<file path="src/design/cmsd_pkg.sv">
// shared types and constants for the camera media stream deframer
`timescale 1ns / 1ps
package cmsd_pkg;
	localparam int unsigned QueueDepth = 4;

	typedef enum logic [1:0] {
		KIND_VIDEO = 2'd0,
		KIND_AUDIO = 2'd1,
		KIND_INFO  = 2'd2,
		KIND_EMPTY = 2'd3
	} kind_t;

	typedef enum logic [1:0] {
		CODEC_UNKNOWN = 2'd0,
		CODEC_H264    = 2'd1,
		CODEC_H265    = 2'd2
	} codec_t;

	typedef enum logic [7:0] {
		PH_HUNT   = 8'b0000_0001,
		PH_INFO   = 8'b0000_0010,
		PH_VHDR   = 8'b0000_0100,
		PH_VEXTRA = 8'b0000_1000,
		PH_VPAY   = 8'b0001_0000,
		PH_AHDR   = 8'b0010_0000,
		PH_APAY   = 8'b0100_0000,
		PH_PAD    = 8'b1000_0000
	} phase_t;

	typedef struct packed {
		logic [1:0]  kind;
		logic [7:0]  payload_byte;
		logic        last_of_frame;
		logic        key_frame;
		logic [1:0]  codec;
		logic [31:0] frame_microseconds;
		logic [31:0] wall_time;
		logic [31:0] picture_width;
		logic [31:0] picture_height;
	} result_t;
endpackage

</file>
<file path="src/design/cmsd_parser.sv">
// front part: magic hunt, header parsing and result forming, one byte per cycle while in_valid is high
`timescale 1ns / 1ps
module cmsd_parser (
	input  logic                clk,
	input  logic                arst_n,
	input  logic                in_valid,
	input  logic [7:0]          in_byte,
	output logic                res_valid,
	output cmsd_pkg::result_t   res
);
	cmsd_pkg::phase_t phase_q;
	logic [7:0]  win_q [4];
	logic [2:0]  fill_q;
	logic [31:0] count_q, plen_q, xlen_q, usec_q, wall_q, width_q, height_q;
	logic        key_q, fwd_q, tag_q;
	logic [1:0]  codec_q;
	logic [4:0]  off_q;

	logic [7:0] w0, w1, w2, w3;
	logic       is_info, is_video, is_audio, win_full;
	logic [31:0] pos, count_dec, lenb, wall_nx;
	logic [1:0]  sh;

	assign w0 = win_q[1];
	assign w1 = win_q[2];
	assign w2 = win_q[3];
	assign w3 = in_byte;
	assign win_full = (fill_q >= 3'd3);
	assign is_info = w0 == "1" && w1 == "0" && w2 == "0" && (w3 == "1" || w3 == "2");
	assign is_video = w2 == "d" && w3 == "c" && w0 >= "0" && w0 <= "9" &&
		(w1 == "0" || w1 == "1");
	assign is_audio = w0 == "0" && (w1 == "5" || w1 == "1") && w2 == "w" && w3 == "b";
	assign pos = xlen_q - count_q;
	assign count_dec = count_q - 32'd1;
	assign sh = off_q[1:0];
	assign lenb = {24'd0, in_byte} << {sh, 3'b000};
	// wall time including the current extra header byte
	assign wall_nx = (pos < 32'd4 && xlen_q >= 32'd4) ?
		(wall_q | ({24'd0, in_byte} << {pos[1:0], 3'b000})) : wall_q;

	// padding to a multiple of 8 payload bytes
	function automatic logic [2:0] pad_of(input logic [31:0] len);
		return 3'(4'd8 - {1'b0, len[2:0]});
	endfunction

	function automatic cmsd_pkg::result_t mk(input logic [1:0] k, input logic [7:0] b,
		input logic l, input logic vid, input logic kf, input logic [1:0] cd,
		input logic [31:0] us, input logic [31:0] wt, input logic [31:0] wd,
		input logic [31:0] ht);
		cmsd_pkg::result_t r;
		r.kind = k;
		r.payload_byte = b;
		r.last_of_frame = l;
		r.key_frame = vid ? kf : 1'b0;
		r.codec = vid ? cd : 2'd0;
		r.frame_microseconds = vid ? us : 32'd0;
		r.wall_time = vid ? wt : 32'd0;
		r.picture_width = wd;
		r.picture_height = ht;
		return r;
	endfunction

	always_ff @(posedge clk or negedge arst_n) begin
		if (!arst_n) begin
			phase_q <= cmsd_pkg::PH_HUNT;
			fill_q <= '0;
			count_q <= '0; plen_q <= '0; xlen_q <= '0; usec_q <= '0; wall_q <= '0;
			width_q <= '0; height_q <= '0; key_q <= 1'b0; fwd_q <= 1'b0; tag_q <= 1'b0;
			codec_q <= '0; off_q <= '0; res_valid <= 1'b0;
			for (int i = 0; i < 4; i++) win_q[i] <= '0;
			res <= '0;
		end else begin
			res_valid <= 1'b0;
			if (in_valid) begin
				unique case (phase_q)
					cmsd_pkg::PH_HUNT: begin
						win_q[0] <= win_q[1]; win_q[1] <= win_q[2];
						win_q[2] <= win_q[3]; win_q[3] <= in_byte;
						if (!win_full) fill_q <= fill_q + 3'd1;
						else if (is_info || is_video || is_audio) begin
							plen_q <= '0; xlen_q <= '0; off_q <= 5'd4;
							if (is_info) phase_q <= cmsd_pkg::PH_INFO;
							else if (is_video) begin
								key_q <= (w1 == "0"); codec_q <= '0; usec_q <= '0;
								wall_q <= '0; tag_q <= 1'b0; phase_q <= cmsd_pkg::PH_VHDR;
							end else begin
								fwd_q <= (w1 == "5"); phase_q <= cmsd_pkg::PH_AHDR;
							end
						end
					end
					cmsd_pkg::PH_INFO: begin
						if (off_q[4:2] == 3'd2) plen_q <= plen_q | lenb;
						else if (off_q[4:2] == 3'd3) xlen_q <= xlen_q | lenb;
						if (off_q == 5'd31) begin
							width_q <= plen_q; height_q <= xlen_q;
							phase_q <= cmsd_pkg::PH_HUNT; fill_q <= '0;
							res_valid <= 1'b1;
							res <= mk(cmsd_pkg::KIND_INFO, 8'd0, 1'b1, 1'b0, key_q, codec_q,
								usec_q, wall_q, plen_q, xlen_q);
						end else off_q <= off_q + 5'd1;
					end
					cmsd_pkg::PH_VHDR: begin
						if (off_q == 5'd4) tag_q <= (in_byte == "H");
						else if (off_q == 5'd5) tag_q <= tag_q && (in_byte == "2");
						else if (off_q == 5'd6) tag_q <= tag_q && (in_byte == "6");
						else if (off_q == 5'd7)
							codec_q <= tag_q ? ((in_byte == "5") ? cmsd_pkg::CODEC_H265 :
								cmsd_pkg::CODEC_H264) : cmsd_pkg::CODEC_UNKNOWN;
						else if (off_q[4:2] == 3'd2) plen_q <= plen_q | lenb;
						else if (off_q[4:2] == 3'd3) xlen_q <= xlen_q | lenb;
						else if (off_q[4:2] == 3'd4) usec_q <= usec_q | lenb;
						if (off_q == 5'd23) begin
							if (xlen_q != 0) begin
								count_q <= xlen_q; phase_q <= cmsd_pkg::PH_VEXTRA;
							end else if (plen_q == 0) begin
								phase_q <= cmsd_pkg::PH_HUNT; fill_q <= '0; res_valid <= 1'b1;
								res <= mk(cmsd_pkg::KIND_EMPTY, 8'd0, 1'b1, 1'b1, key_q,
									codec_q, usec_q, wall_q, width_q, height_q);
							end else begin
								count_q <= plen_q; phase_q <= cmsd_pkg::PH_VPAY;
							end
						end else off_q <= off_q + 5'd1;
					end
					cmsd_pkg::PH_VEXTRA: begin
						wall_q <= wall_nx;
						count_q <= count_dec;
						if (count_dec == 0) begin
							if (plen_q == 0) begin
								phase_q <= cmsd_pkg::PH_HUNT; fill_q <= '0; res_valid <= 1'b1;
								res <= mk(cmsd_pkg::KIND_EMPTY, 8'd0, 1'b1, 1'b1, key_q,
									codec_q, usec_q, wall_nx, width_q, height_q);
							end else begin
								count_q <= plen_q; phase_q <= cmsd_pkg::PH_VPAY;
							end
						end
					end
					cmsd_pkg::PH_VPAY, cmsd_pkg::PH_APAY: begin
						count_q <= count_dec;
						if (count_dec == 0) begin
							count_q <= {29'd0, pad_of(plen_q)};
							if (pad_of(plen_q) == 3'd0) begin
								phase_q <= cmsd_pkg::PH_HUNT; fill_q <= '0;
							end else phase_q <= cmsd_pkg::PH_PAD;
						end
						if (phase_q == cmsd_pkg::PH_VPAY) begin
							res_valid <= 1'b1;
							res <= mk(cmsd_pkg::KIND_VIDEO, in_byte, count_dec == 0, 1'b1,
								key_q, codec_q, usec_q, wall_q, width_q, height_q);
						end else if (fwd_q) begin
							res_valid <= 1'b1;
							res <= mk(cmsd_pkg::KIND_AUDIO, in_byte, count_dec == 0, 1'b0,
								key_q, codec_q, usec_q, wall_q, width_q, height_q);
						end
					end
					cmsd_pkg::PH_AHDR: begin
						if (off_q == 5'd4) plen_q <= plen_q | {24'd0, in_byte};
						else if (off_q == 5'd5) plen_q <= plen_q | {16'd0, in_byte, 8'd0};
						if (off_q == 5'd7) begin
							if (plen_q == 0) begin
								phase_q <= cmsd_pkg::PH_HUNT; fill_q <= '0;
							end else begin
								count_q <= plen_q; phase_q <= cmsd_pkg::PH_APAY;
							end
						end else off_q <= off_q + 5'd1;
					end
					cmsd_pkg::PH_PAD: begin
						if (count_q != 0) count_q <= count_dec;
						if (count_q <= 32'd1) begin
							phase_q <= cmsd_pkg::PH_HUNT; fill_q <= '0;
						end
					end
					default: begin
						phase_q <= cmsd_pkg::PH_HUNT; fill_q <= '0;
					end
				endcase
				// window restarts empty after a record
				if (phase_q != cmsd_pkg::PH_HUNT)
					for (int i = 0; i < 4; i++) win_q[i] <= '0;
			end
		end
	end
endmodule

</file>
<file path="src/design/cmsd_queue.sv">
// back part: result queue decoupling parser from output stall
`timescale 1ns / 1ps
module cmsd_queue #(
	parameter int unsigned DEPTH = cmsd_pkg::QueueDepth
) (
	input  logic              clk,
	input  logic              arst_n,
	input  logic              wr_en,
	input  cmsd_pkg::result_t wr_data,
	output logic              almost_full,
	output logic              out_valid,
	input  logic              out_stall,
	output cmsd_pkg::result_t out_data
);
	localparam int unsigned AW = (DEPTH > 1) ? $clog2(DEPTH) : 1;
	cmsd_pkg::result_t mem_q [DEPTH];
	logic [AW-1:0] wp_q, rp_q;
	logic [AW:0]   cnt_q;
	logic rd;

	assign out_valid = (cnt_q != 0);
	assign out_data = mem_q[rp_q];
	assign rd = out_valid && !out_stall;
	// one slot kept for the word already inside the parser register
	assign almost_full = (cnt_q >= (AW+1)'(DEPTH - 1));

	always_ff @(posedge clk) begin
		if (wr_en) mem_q[wp_q] <= wr_data;
	end

	always_ff @(posedge clk or negedge arst_n) begin
		if (!arst_n) begin
			wp_q <= '0; rp_q <= '0; cnt_q <= '0;
		end else begin
			if (wr_en) wp_q <= (wp_q == AW'(DEPTH - 1)) ? '0 : wp_q + 1'b1;
			if (rd) rp_q <= (rp_q == AW'(DEPTH - 1)) ? '0 : rp_q + 1'b1;
			cnt_q <= cnt_q + (AW+1)'(wr_en) - (AW+1)'(rd);
		end
	end
endmodule

</file>
<file path="src/design/camera_media_stream_deframer.sv">
// top level of the camera media stream deframer
//  channel | direction | handshake           | payload
//  in      | input     | in_valid/in_stall   | stream_byte
//  out     | output    | out_valid/out_stall | kind .. picture_height
// one byte word per cycle while in_stall is low; a byte is registered in the
// parser, then queued, before out_valid. in_stall rises only when the queue
// nears full. reset returns to hunting with an empty window and empty queue.
`timescale 1ns / 1ps
module camera_media_stream_deframer #(
	parameter int unsigned QUEUE_DEPTH = cmsd_pkg::QueueDepth
) (
	input  logic        clk,
	input  logic        arst_n,
	input  logic        in_valid,
	output logic        in_stall,
	input  logic [7:0]  stream_byte,
	output logic        out_valid,
	input  logic        out_stall,
	output logic [1:0]  kind,
	output logic [7:0]  payload_byte,
	output logic        last_of_frame,
	output logic        key_frame,
	output logic [1:0]  codec,
	output logic [31:0] frame_microseconds,
	output logic [31:0] wall_time,
	output logic [31:0] picture_width,
	output logic [31:0] picture_height
);
	logic res_valid, almost_full;
	cmsd_pkg::result_t res, q_out;

	cmsd_parser u_parser (
		.clk(clk), .arst_n(arst_n), .in_valid(in_valid && !in_stall),
		.in_byte(stream_byte), .res_valid(res_valid), .res(res)
	);

	cmsd_queue #(.DEPTH(QUEUE_DEPTH)) u_queue (
		.clk(clk), .arst_n(arst_n), .wr_en(res_valid), .wr_data(res),
		.almost_full(almost_full), .out_valid(out_valid), .out_stall(out_stall),
		.out_data(q_out)
	);

	assign in_stall = almost_full;
	assign kind = q_out.kind;
	assign payload_byte = q_out.payload_byte;
	assign last_of_frame = q_out.last_of_frame;
	assign key_frame = q_out.key_frame;
	assign codec = q_out.codec;
	assign frame_microseconds = q_out.frame_microseconds;
	assign wall_time = q_out.wall_time;
	assign picture_width = q_out.picture_width;
	assign picture_height = q_out.picture_height;
endmodule

</file>
<file path="config.mk">
export PLATFORM = sky130hd
export DESIGN_NAME = camera_media_stream_deframer
export DESIGN_NICKNAME = d
export VERILOG_FILES = /design/src/design/cmsd_pkg.sv /design/src/design/cmsd_parser.sv /design/src/design/cmsd_queue.sv /design/src/design/camera_media_stream_deframer.sv
export SDC_FILE = /design/constraint.sdc
export NUM_CORES = 1
export LEC_CHECK = 0
export BUFFER_PORTS_ARGS = -buffer_cell sky130_fd_sc_hd__buf_4
export CAP_MARGIN = 30
export CORE_MARGIN = 3
export CORE_UTILIZATION = 56
export DETAILED_ROUTE_END_ITERATION = 8
export HOLD_SLACK_MARGIN = 0.1
export PLACE_DENSITY = 0.85
export SETUP_SLACK_MARGIN = 0.1
export SYNTH_ARGS = -nofsm -noshare
export SYNTH_HDL_FRONTEND = slang
export SYNTH_SLANG_ARGS = --single-unit
</file>
<file path="constraint.sdc">
create_clock -name clk -period 4.25 [get_ports clk]
set_input_delay 0.2125 -clock clk [delete_from_list [all_inputs] [get_ports clk]]
set_output_delay 0.2125 -clock clk [all_outputs]
set_load 0.03 [all_outputs]
</file>
Word-level counts from Yosys, hierarchy flattened --
Memory sizes are Yosys's and may differ from the RTL's. Cells that the tools add are included.
Operators by class: add/subtract/negate cells 9, magnitude comparators 7, eq/ne operators 65, shifts and indexed selects 2, muxes and demuxes 115, bitwise logic cells 8, reduce and logical (&&, ||, !) cells 51
Operators with widths (number):
- 2-to-1 mux 142 bit | 8
- 2-to-1 mux 32 bit | 35
- one-hot mux 142 bit (4 select lines) | 1
- one-hot mux 32 bit (5 select lines) | 1
- OR 32 bit | 4
- one-hot mux 32 bit (2 select lines) | 2
- one-hot mux 32 bit (4 select lines) | 1
- one-hot mux 32 bit (3 select lines) | 1
- equality test 8 x 6 -> 1 bit, second input constant | 11
- 2-to-1 mux 8 bit | 11
- logical NOT 32 bit | 2
- nonzero test 32 bit | 2
- left shift 8 x 5 -> 32 bit | 2
- one-hot mux 8 bit (7 select lines) | 1
- equality test 8 x 7 -> 1 bit, second input constant | 6
- 2-to-1 mux 24 bit | 2
- >= comparator 32 x 3 -> 1 bit, second input constant | 1
- less-or-equal comparator 32 x 1 -> 1 bit, second input constant | 1
- < comparator 32 x 3 -> 1 bit, second input constant | 1
- OR 32 x 16 -> 32 bit | 1
- OR 32 x 8 -> 32 bit | 1
- subtractor 32 x 1 -> 32 bit, second input constant | 1
- subtractor 32 bit | 1
- 2-to-1 mux 3 bit | 10
- 54 further kinds | 150
Word-level totals: register bits 419, RAM bits 568, input port bits 12, output and inout port bits 144, memories kept 1
Memory list:
- u_queue.mem_q | depth 4, width 142, read ports 1, clocked after memory_dff 0, write ports 1, RTL line cmsd_queue.sv:16 | cmsd_pkg::result_t mem_q [DEPTH];

Depth between registers and ports, before layout --
Gate-level depths: netlist of run 1.
depth after elaboration 10, gate-level depth with buffers 15

Modules after synthesis --
Synthesis of run 1 repeated with hierarchy kept, for this count alone.
Second synthesis, totals: cell total of the unflattened synthesis 3086, area, all modules 42542.1 um2
By module, submodules not included:
- cmsd_parser | times used 1, cells an instance 2302, area each 21645.8 um2, sequential area each 10311.1 um2
- cmsd_queue | times used 1, cells an instance 783, area each 20882.5 um2, sequential area each 17231.5 um2
- camera_media_stream_deframer | times used 1, cells an instance 1, area each 13.8 um2, sequential area each 0.0 um2

Worst setup path after synthesis of run 1 --
Ideal clock, no wire load.
path type register to register, from register u_queue.wp_q[0], to memory u_queue.mem_q[2][0] (netlist name), enable pin, library setup time 0.518 ns, arrival 3.874 ns, required time 3.732 ns, slack -0.142 ns, stages on the path, launching flop included 4, buffers on the path 0, cells stage by stage dfrtp_1 > inv_1 > ha_1 > and2_1
RTL lines:
- start, declared | RTL line cmsd_queue.sv:17 | logic [AW-1:0] wp_q, rp_q;
- start signal, assigned | RTL line cmsd_queue.sv:35 | if (wr_en) wp_q <= (wp_q == AW'(DEPTH - 1)) ? '0 : wp_q + 1'b1;
- end, declared | RTL line cmsd_queue.sv:16
Straight into the memory's write port.

Final worst setup path of run 1 --
from register u_parser.count_q[2], to register, netlist name u_parser.res[79]
Between the ends: cells in the longest elaborated chain, start to end 7, elaborated cells between the ends (all ways) 11, those cells by class 2 x add/sub; 1 x order compare; 1 x eq/ne; 4 x mux; 3 x reduce/logical
RTL lines:
- start, declared | RTL line cmsd_parser.sv:14 | logic [31:0] count_q, plen_q, xlen_q, usec_q, wall_q, width_q, height_q;
- start signal, assigned | RTL line cmsd_parser.sv:114 | count_q <= xlen_q; phase_q <= cmsd_pkg::PH_VEXTRA;
- start signal, assigned | RTL line cmsd_parser.sv:120 | count_q <= plen_q; phase_q <= cmsd_pkg::PH_VPAY;
- start signal, assigned | RTL line cmsd_parser.sv:126 | count_q <= count_dec;
- subtractor 32 bit | RTL line cmsd_parser.sv:33 | assign pos = xlen_q - count_q;
- < comparator 32 x 3 -> 1 bit | RTL line cmsd_parser.sv:38 | assign wall_nx = (pos < 32'd4 && xlen_q >= 32'd4) ?
- logical AND 1 bit | RTL line cmsd_parser.sv:38
- 2-to-1 mux 32 bit | RTL line cmsd_parser.sv:38
- 2-to-1 mux 142 bit | RTL line cmsd_parser.sv:128 | if (plen_q == 0) begin
- 2-to-1 mux 142 bit | RTL line cmsd_parser.sv:127 | if (count_dec == 0) begin
- one-hot mux 142 bit (4 select lines) | RTL line cmsd_parser.sv:75 | unique case (phase_q)
Several ways; a longest one is shown, not always the timed one. The select of a mux whose other input is x is not followed. A chain may end at the register's enable or synchronous reset.

==> results_dict.tcl, run 1 <==
set metrics [dict create \
    status "completed" \
    routed_wl_um 118000 \
    ys_ff_latch 987 \
    instances_no_fill 4219 \
    crit_type "reg -> reg" \
    grt_antenna_before_repair 1 \
    r2r_start "u_parser.count_q[2]$_DFFE_PN0P_" \
    drv_cap 0 \
    drive_gt1_frac 0.216 \
    h-tree-depth 3 \
    dp_cells 4031 \
    initial_core_util 0.571 \
    ys_warn_count 0 \
    place_congestion 1.05 \
    seq_area_frac_synth 0.656 \
    numCtsBuffers 94 \
    fin_skew_ns 0.0355 \
    r2r_cells 14 \
    dp_hpwl_um 73400 \
    layout_common_cells "edfxtp_1, dfrtp_1, buf_4" \
    drtIter0Drc 3747 \
    arrival_ns 4.51 \
    grt_overflow 0 \
    fp.coreArea_um2 73600 \
    dieArea_um2 78300 \
    clock_latency_ns 0.66 \
    worstPathRequired_ns 4.77 \
    p_leak_nw 18.3 \
    vias 28600 \
    fillers 4899 \
    grt_pass1_vias 28500 \
    hp-class "in -> async" \
    syn-num-nets 3034 \
    reg2reg_slack_ns 0.26 \
    row_count 99 \
    p_per_area_nw_per_um2 640 \
    reg2reg_to "u_parser.res[79]$_DFFE_PN0P_" \
    numClockSinks 987 \
    synth_cells 2968 \
    multi_input_area_um2 13600 \
    grt_max_degree 114 \
    drc_errors 0 \
    seq_area_um2 27600 \
    async_flop_share 0.425 \
    setup_tns_ns 0 \
    hold_viol 0 \
    synthDistinctLibCells 90 \
    grt_use_total 0.302 \
    io_pins 156 \
    worstMarginPinSlew_ns 0.942 \
    post-cts-setup-buffers 0 \
    fin_ws_ns 0.263 \
    finalPower_mw 30.8 \
    synth_edf_count 568 \
    worst_hold_slack_ns 0.265 \
    clk_pin_slew_worst_paths_ns 0.07 \
    startpoint_type "register" \
    wl_per_cell_um 28.0 \
    fmax_mhz 251 \
    placed_cell_area_um2 45000 \
    pre_cts_ws_ns 0.234 \
    nets 3245 \
    critical_path.endpoint_type "register" \
    fin_util 0.655 \
    timing.final.max_slew_violations 0 \
    cts_tree "built" \
    design_area_um2 48200 \
    worstPathMaxFanout 16 \
    ir_drop_v 0.000419 \
    synthToLayoutAreaGrowth_pct 14.7 \
    final_common_cell "edfxtp_1" \
    period_share 0.938 \
    synthFlopType "edfxtp_1" \
    final_antenna_net_count 0 \
    avgViaCountPerCell 6.78 \
    fp.dieW_um 280 \
    grt_pass1_wl_um 179000 \
    firstDrtPassIters 6 \
    setup_viol 0 \
    cts_root_buffer "clkbuf_16" \
    fp.dieH_um 280 \
    layout_min_cycle_time_ns 3.99 \
    syn_area_per_cell_um2 14.2 \
    rsz0062_at_grt "no" \
    clk_path_buf_depth 3 \
    relSlewSlack 0.372 \
    syn_area_um2 42000 \
    port_buffers 155 \
]
-- worst max-delay path, cell delays in order (launching register included) --
cell	delay (ns)
dfrtp_1	0.56
inv_1	0.15
ha_1	0.41
a211oi_2	0.11
o21ai_1	0.30
nand4_1	0.24
buf_4	0.20
a211o_1	0.32
a211oi_1	0.29
nor4_1	0.11
a211oi_1	0.28
buf_4	0.20
nand4_2	0.09
buf_4	0.24
o31ai_1	0.35
-- where the power goes --
part / switching (mW) / leakage (nW) / total, mW / internal (mW)
Clock: 3.64 / 1.47 / 8.22 / 4.58
Combinational: 6.53 / 5.97 / 10.5 / 3.92
Sequential: 1.26 / 10.8 / 12.2 / 10.9
-- logic make-up (layout without fill, tap and decap cells) --
family / Yosys count / count (layout) / synth area share
flops: 987 / 987 / 0.656
compound gates: 711 / 711 / 0.113
fa+ha+maj: 54 / 54 / 0.0164
simple gates: 664 / 664 / 0.0756
buf+inv: 254 / 543 / 0.0244
other cells: 0 / 3 / 0
mux: 277 / 277 / 0.111
xor+xnor: 21 / 21 / 0.00438
-- worst max-delay path by stage --
stage | slack, ns | end | cells after the start | from
after floorplan | 0.59 | u_parser.fill_q[0]$_DFFE_PN0P_ | 12 | u_parser.count_q[1]$_DFFE_PN0P_
after global placement | 0.32 | u_parser.count_q[26]$_DFFE_PN0P_ | 12 | u_parser.count_q[1]$_DFFE_PN0P_
after detailed placement | 0.23 | u_parser.res[92]$_DFFE_PN0P_ | 13 | u_parser.count_q[1]$_DFFE_PN0P_
after CTS | 0.19 | u_parser.res[70]$_DFFE_PN0P_ | 13 | u_parser.count_q[1]$_DFFE_PN0P_
after global routing | 0.1 | u_parser.res[92]$_DFFE_PN0P_ | 14 | u_parser.xlen_q[0]$_DFFE_PN0P_
final | 0.26 | u_parser.res[79]$_DFFE_PN0P_ | 14 | u_parser.count_q[2]$_DFFE_PN0P_
-- layer usage --
metal	GRT usage	wire length [µm]
met3	0.0574	11300
met5	0	0
met2	0.501	58400
met1	0.393	43500
met4	0.134	5150
-- state kept, by name, indices dropped and copies added (netlist names), 2 cells and up --
register           count
u_parser.plen_q       32
u_queue.mem_q        568
u_parser.count_q      32
u_parser.xlen_q       32
u_parser.w2            8
u_parser.off_q         5
u_queue.cnt_q          3
u_parser.height_q     32
u_queue.wp_q           2
u_parser.w1            8
u_parser.res         142
u_parser.w0            8
u_queue.rp_q           2
u_parser.usec_q       32
u_parser.width_q      32
u_parser.phase_q       8
u_parser.fill_q        3
u_parser.wall_q       32
u_parser.codec_q       2
-- cell type report --
type,instances,area share
Sequential cell,987,0.572
Multi-Input combinational cell,1727,0.282
Clock buffer,140,0.0572
Timing Repair Buffer,295,0.0525
Tap cell,959,0.0249
Inverter,74,0.00577
Clock inverter,34,0.00509
Antenna cell,3,0.000156
-- synthesized netlist by cell type, drive strengths merged, types with 13 or more instances --
library cell | instances | area (µm²)
edfxtp | 568 | 17100
dfrtp | 418 | 10500
nand2 | 235 | 885
nor2 | 196 | 738
o21ai | 158 | 795
mux4 | 142 | 3200
a21oi | 141 | 706
clkbuf | 124 | 465
inv | 74 | 278
mux2 | 74 | 837
a22o | 70 | 613
o31ai | 70 | 526
a31oi | 68 | 432
mux2i | 61 | 611
buf | 56 | 283
ha | 52 | 651
nor3 | 49 | 273
a22oi | 41 | 308
nand4 | 33 | 219
nor4 | 33 | 246
a211oi | 22 | 170
o211ai | 21 | 171
nand3 | 20 | 100
a21o | 16 | 120
xnor2 | 14 | 123
or3 | 13 | 81.3
-- repair_timing --
| action | in CTS | in global routing |
|---|---|---|
| gates cloned | 0 | 0 |
| setup endpoints to repair | 2 | 72 |
| resized for setup | 2 | 14 |
| hold buffers | 11 | 0 |
| endpoints found under the hold margin | 183 | 0 |
| pin swaps | 0 | 1 |
Note: power is estimated with default switching activity, not from simulation.
==> inputs of run 2 (changes only) <==
--- a/config.mk
+++ b/config.mk
@@ -8,10 +8,11 @@
 export BUFFER_PORTS_ARGS = -buffer_cell sky130_fd_sc_hd__buf_4
 export CAP_MARGIN = 30
 export CORE_MARGIN = 3
-export CORE_UTILIZATION = 56
+export CORE_UTILIZATION = 50
+export CTS_CLUSTER_SIZE = 16
 export DETAILED_ROUTE_END_ITERATION = 8
 export HOLD_SLACK_MARGIN = 0.1
-export PLACE_DENSITY = 0.85
+export PLACE_DENSITY = 0.78
 export SETUP_SLACK_MARGIN = 0.1
 export SYNTH_ARGS = -nofsm -noshare
 export SYNTH_HDL_FRONTEND = slang
==> results_dict.tcl, run 2 (synthesis gave the netlist of run 1 again) <==
set metrics [dict create \
    hold_viol 0 \
    dp_hpwl_um 72300 \
    largest_register "u_queue.mem_q" \
    largest_reg_flops 568 \
    fin_util 0.588 \
    reg2reg_to "u_parser.res[94]$_DFFE_PN0P_" \
    fp.dieH_um 296 \
    fp.dieW_um 296 \
    p_leak_nw 18.4 \
    finalPower_mw 31.1 \
    wl_per_cell_um 25.7 \
    clock_latency_ns 0.66 \
    port_buffers 155 \
    grt_antenna_before_repair 4 \
    numCtsBuffers 94 \
    crit_family "simple AND/OR/NAND/NOR gates" \
    synthToLayoutAreaGrowth_pct 15.6 \
    drv_cap 0 \
    arrival_ns 4.57 \
    post-cts-setup-buffers 0 \
    p_per_area_nw_per_um2 640 \
    vias 27600 \
    worstPathMaxFanout 32 \
    period_share 0.946 \
    drive_gt1_frac 0.222 \
    h-tree-depth 3 \
    cts_root_buffer "clkbuf_16" \
    fin_skew_ns 0.0256 \
    place_congestion 1.04 \
    failed_checks "design-rule violations" \
    startpoint_type "register" \
    row_count 105 \
    hp-class "in -> async" \
    final_common_cell "edfxtp_1" \
    fp.coreArea_um2 82600 \
    setup_viol 0 \
    max_stage_delay_ns 0.69 \
    avgViaCountPerCell 6.33 \
    critPathBufInv 3 \
    ir_drop_v 0.000358 \
    initial_core_util 0.508 \
    grt_use_total 0.256 \
    grt_pass1_vias 27400 \
    reg2reg_slack_ns 0.23 \
    firstDrtPassIters 8 \
    dieArea_um2 87500 \
    numClockSinks 987 \
    layout_min_cycle_time_ns 4.02 \
    crit_type "reg -> reg" \
    cts_tree "built" \
    fmax_mhz 249 \
    drc_errors 1 \
    pre_cts_ws_ns 0.270 \
    fin_ws_ns 0.229 \
    io_pins 156 \
    final_antenna_net_count 0 \
    largestRegisters "u_queue.mem_q: 568 flops, u_parser.res: 142 flops" \
    drtIter0Drc 2779 \
    status "complete, but fails checks" \
    setup_tns_ns 0 \
    critical_path.endpoint_type "register" \
    critPathSlowestCell "or4b_2" \
    relSlewSlack 0.314 \
    rsz0062_at_grt "no" \
    r2r_start "u_parser.count_q[20]$_DFFE_PN0P_" \
    grt_overflow 0 \
    routed_wl_um 112000 \
    r2r_cells 13 \
    worstPathRequired_ns 4.80 \
    grt_pass1_wl_um 170000 \
    timing.final.max_slew_violations 0 \
    nets 3264 \
    path_cells "inv_1, ha_1, buf_4, nand2_1, o211ai_1, a21oi_1, or4b_2, a221o_1, nor4_1, and4_1, nand2_1, buf_4, o31ai_1" \
    clk_path_buf_depth 3 \
    worst_hold_slack_ns 0.169 \
    layout_common_cells "edfxtp_1, dfrtp_1, buf_4" \
    worstMarginPinSlew_ns 1.03 \
    clk_pin_slew_worst_paths_ns 0.07 \
    grt_max_degree 143 \
]
## run 2: stage by stage
stage / area (µm²) / instances
4_1_cts: 48500 / 4349
3_5_place_dp: 45300 / 4161
2_1_floorplan: 42000 / 2968
5_1_grt: 48500 / 4350
3_3_place_gp: 45300 / 4160
6_report: 48600 / 4352
## run 2: worst max path at each step
stage                                     end  slack, ns                        startpoint  depth (start not counted)
2_1_floorplan  u_parser.fill_q[0]$_DFFE_PN0P_       0.59   u_parser.count_q[1]$_DFFE_PN0P_                         12
3_3_place_gp     u_parser.res[79]$_DFFE_PN0P_       0.30  u_parser.count_q[20]$_DFFE_PN0P_                         12
3_5_place_dp     u_parser.res[79]$_DFFE_PN0P_       0.27   u_parser.count_q[1]$_DFFE_PN0P_                         12
4_1_cts          u_parser.res[79]$_DFFE_PN0P_       0.20   u_parser.count_q[1]$_DFFE_PN0P_                         12
5_1_grt          u_parser.res[79]$_DFFE_PN0P_       0.10   u_parser.count_q[5]$_DFFE_PN0P_                         13
6_report         u_parser.res[94]$_DFFE_PN0P_       0.23  u_parser.count_q[20]$_DFFE_PN0P_                         13
## run 2: power breakdown
part | leakage (nW) | total, mW | internal [mW] | switching (mW)
logic | 6.07 | 10.5 | 3.99 | 6.55
clock network | 1.54 | 8.43 | 4.81 | 3.62
registers | 10.8 | 12.1 | 10.9 | 1.19
total | 18.4 | 31.1 | 19.7 | 11.4
## run 2: per-layer routing
layer	GRT usage	share of wire
met1	0.348	0.40
met2	0.414	0.48
met3	0.0456	0.084
met4	0.0991	0.038
met5	0	0.000090
## run 2: cell type report
| type | instances | area [µm²] |
|---|---|---|
| well taps | 1070 | 1340 |
| diodes | 3 | 7.51 |
| repair buffers | 314 | 2680 |
| clock buffers | 133 | 2680 |
| fillers | 6104 | 34100 |
| inverters | 74 | 278 |
| clock inverters | 44 | 478 |
| flip-flops and latches | 987 | 27600 |
| multi-input cells | 1727 | 13500 |
## run 2: repair_timing
item,in CTS,in global routing
gates resized for setup,0,6
endpoints found under the setup margin,0,64
hold endpoints to repair,174,0
hold buffers,11,0
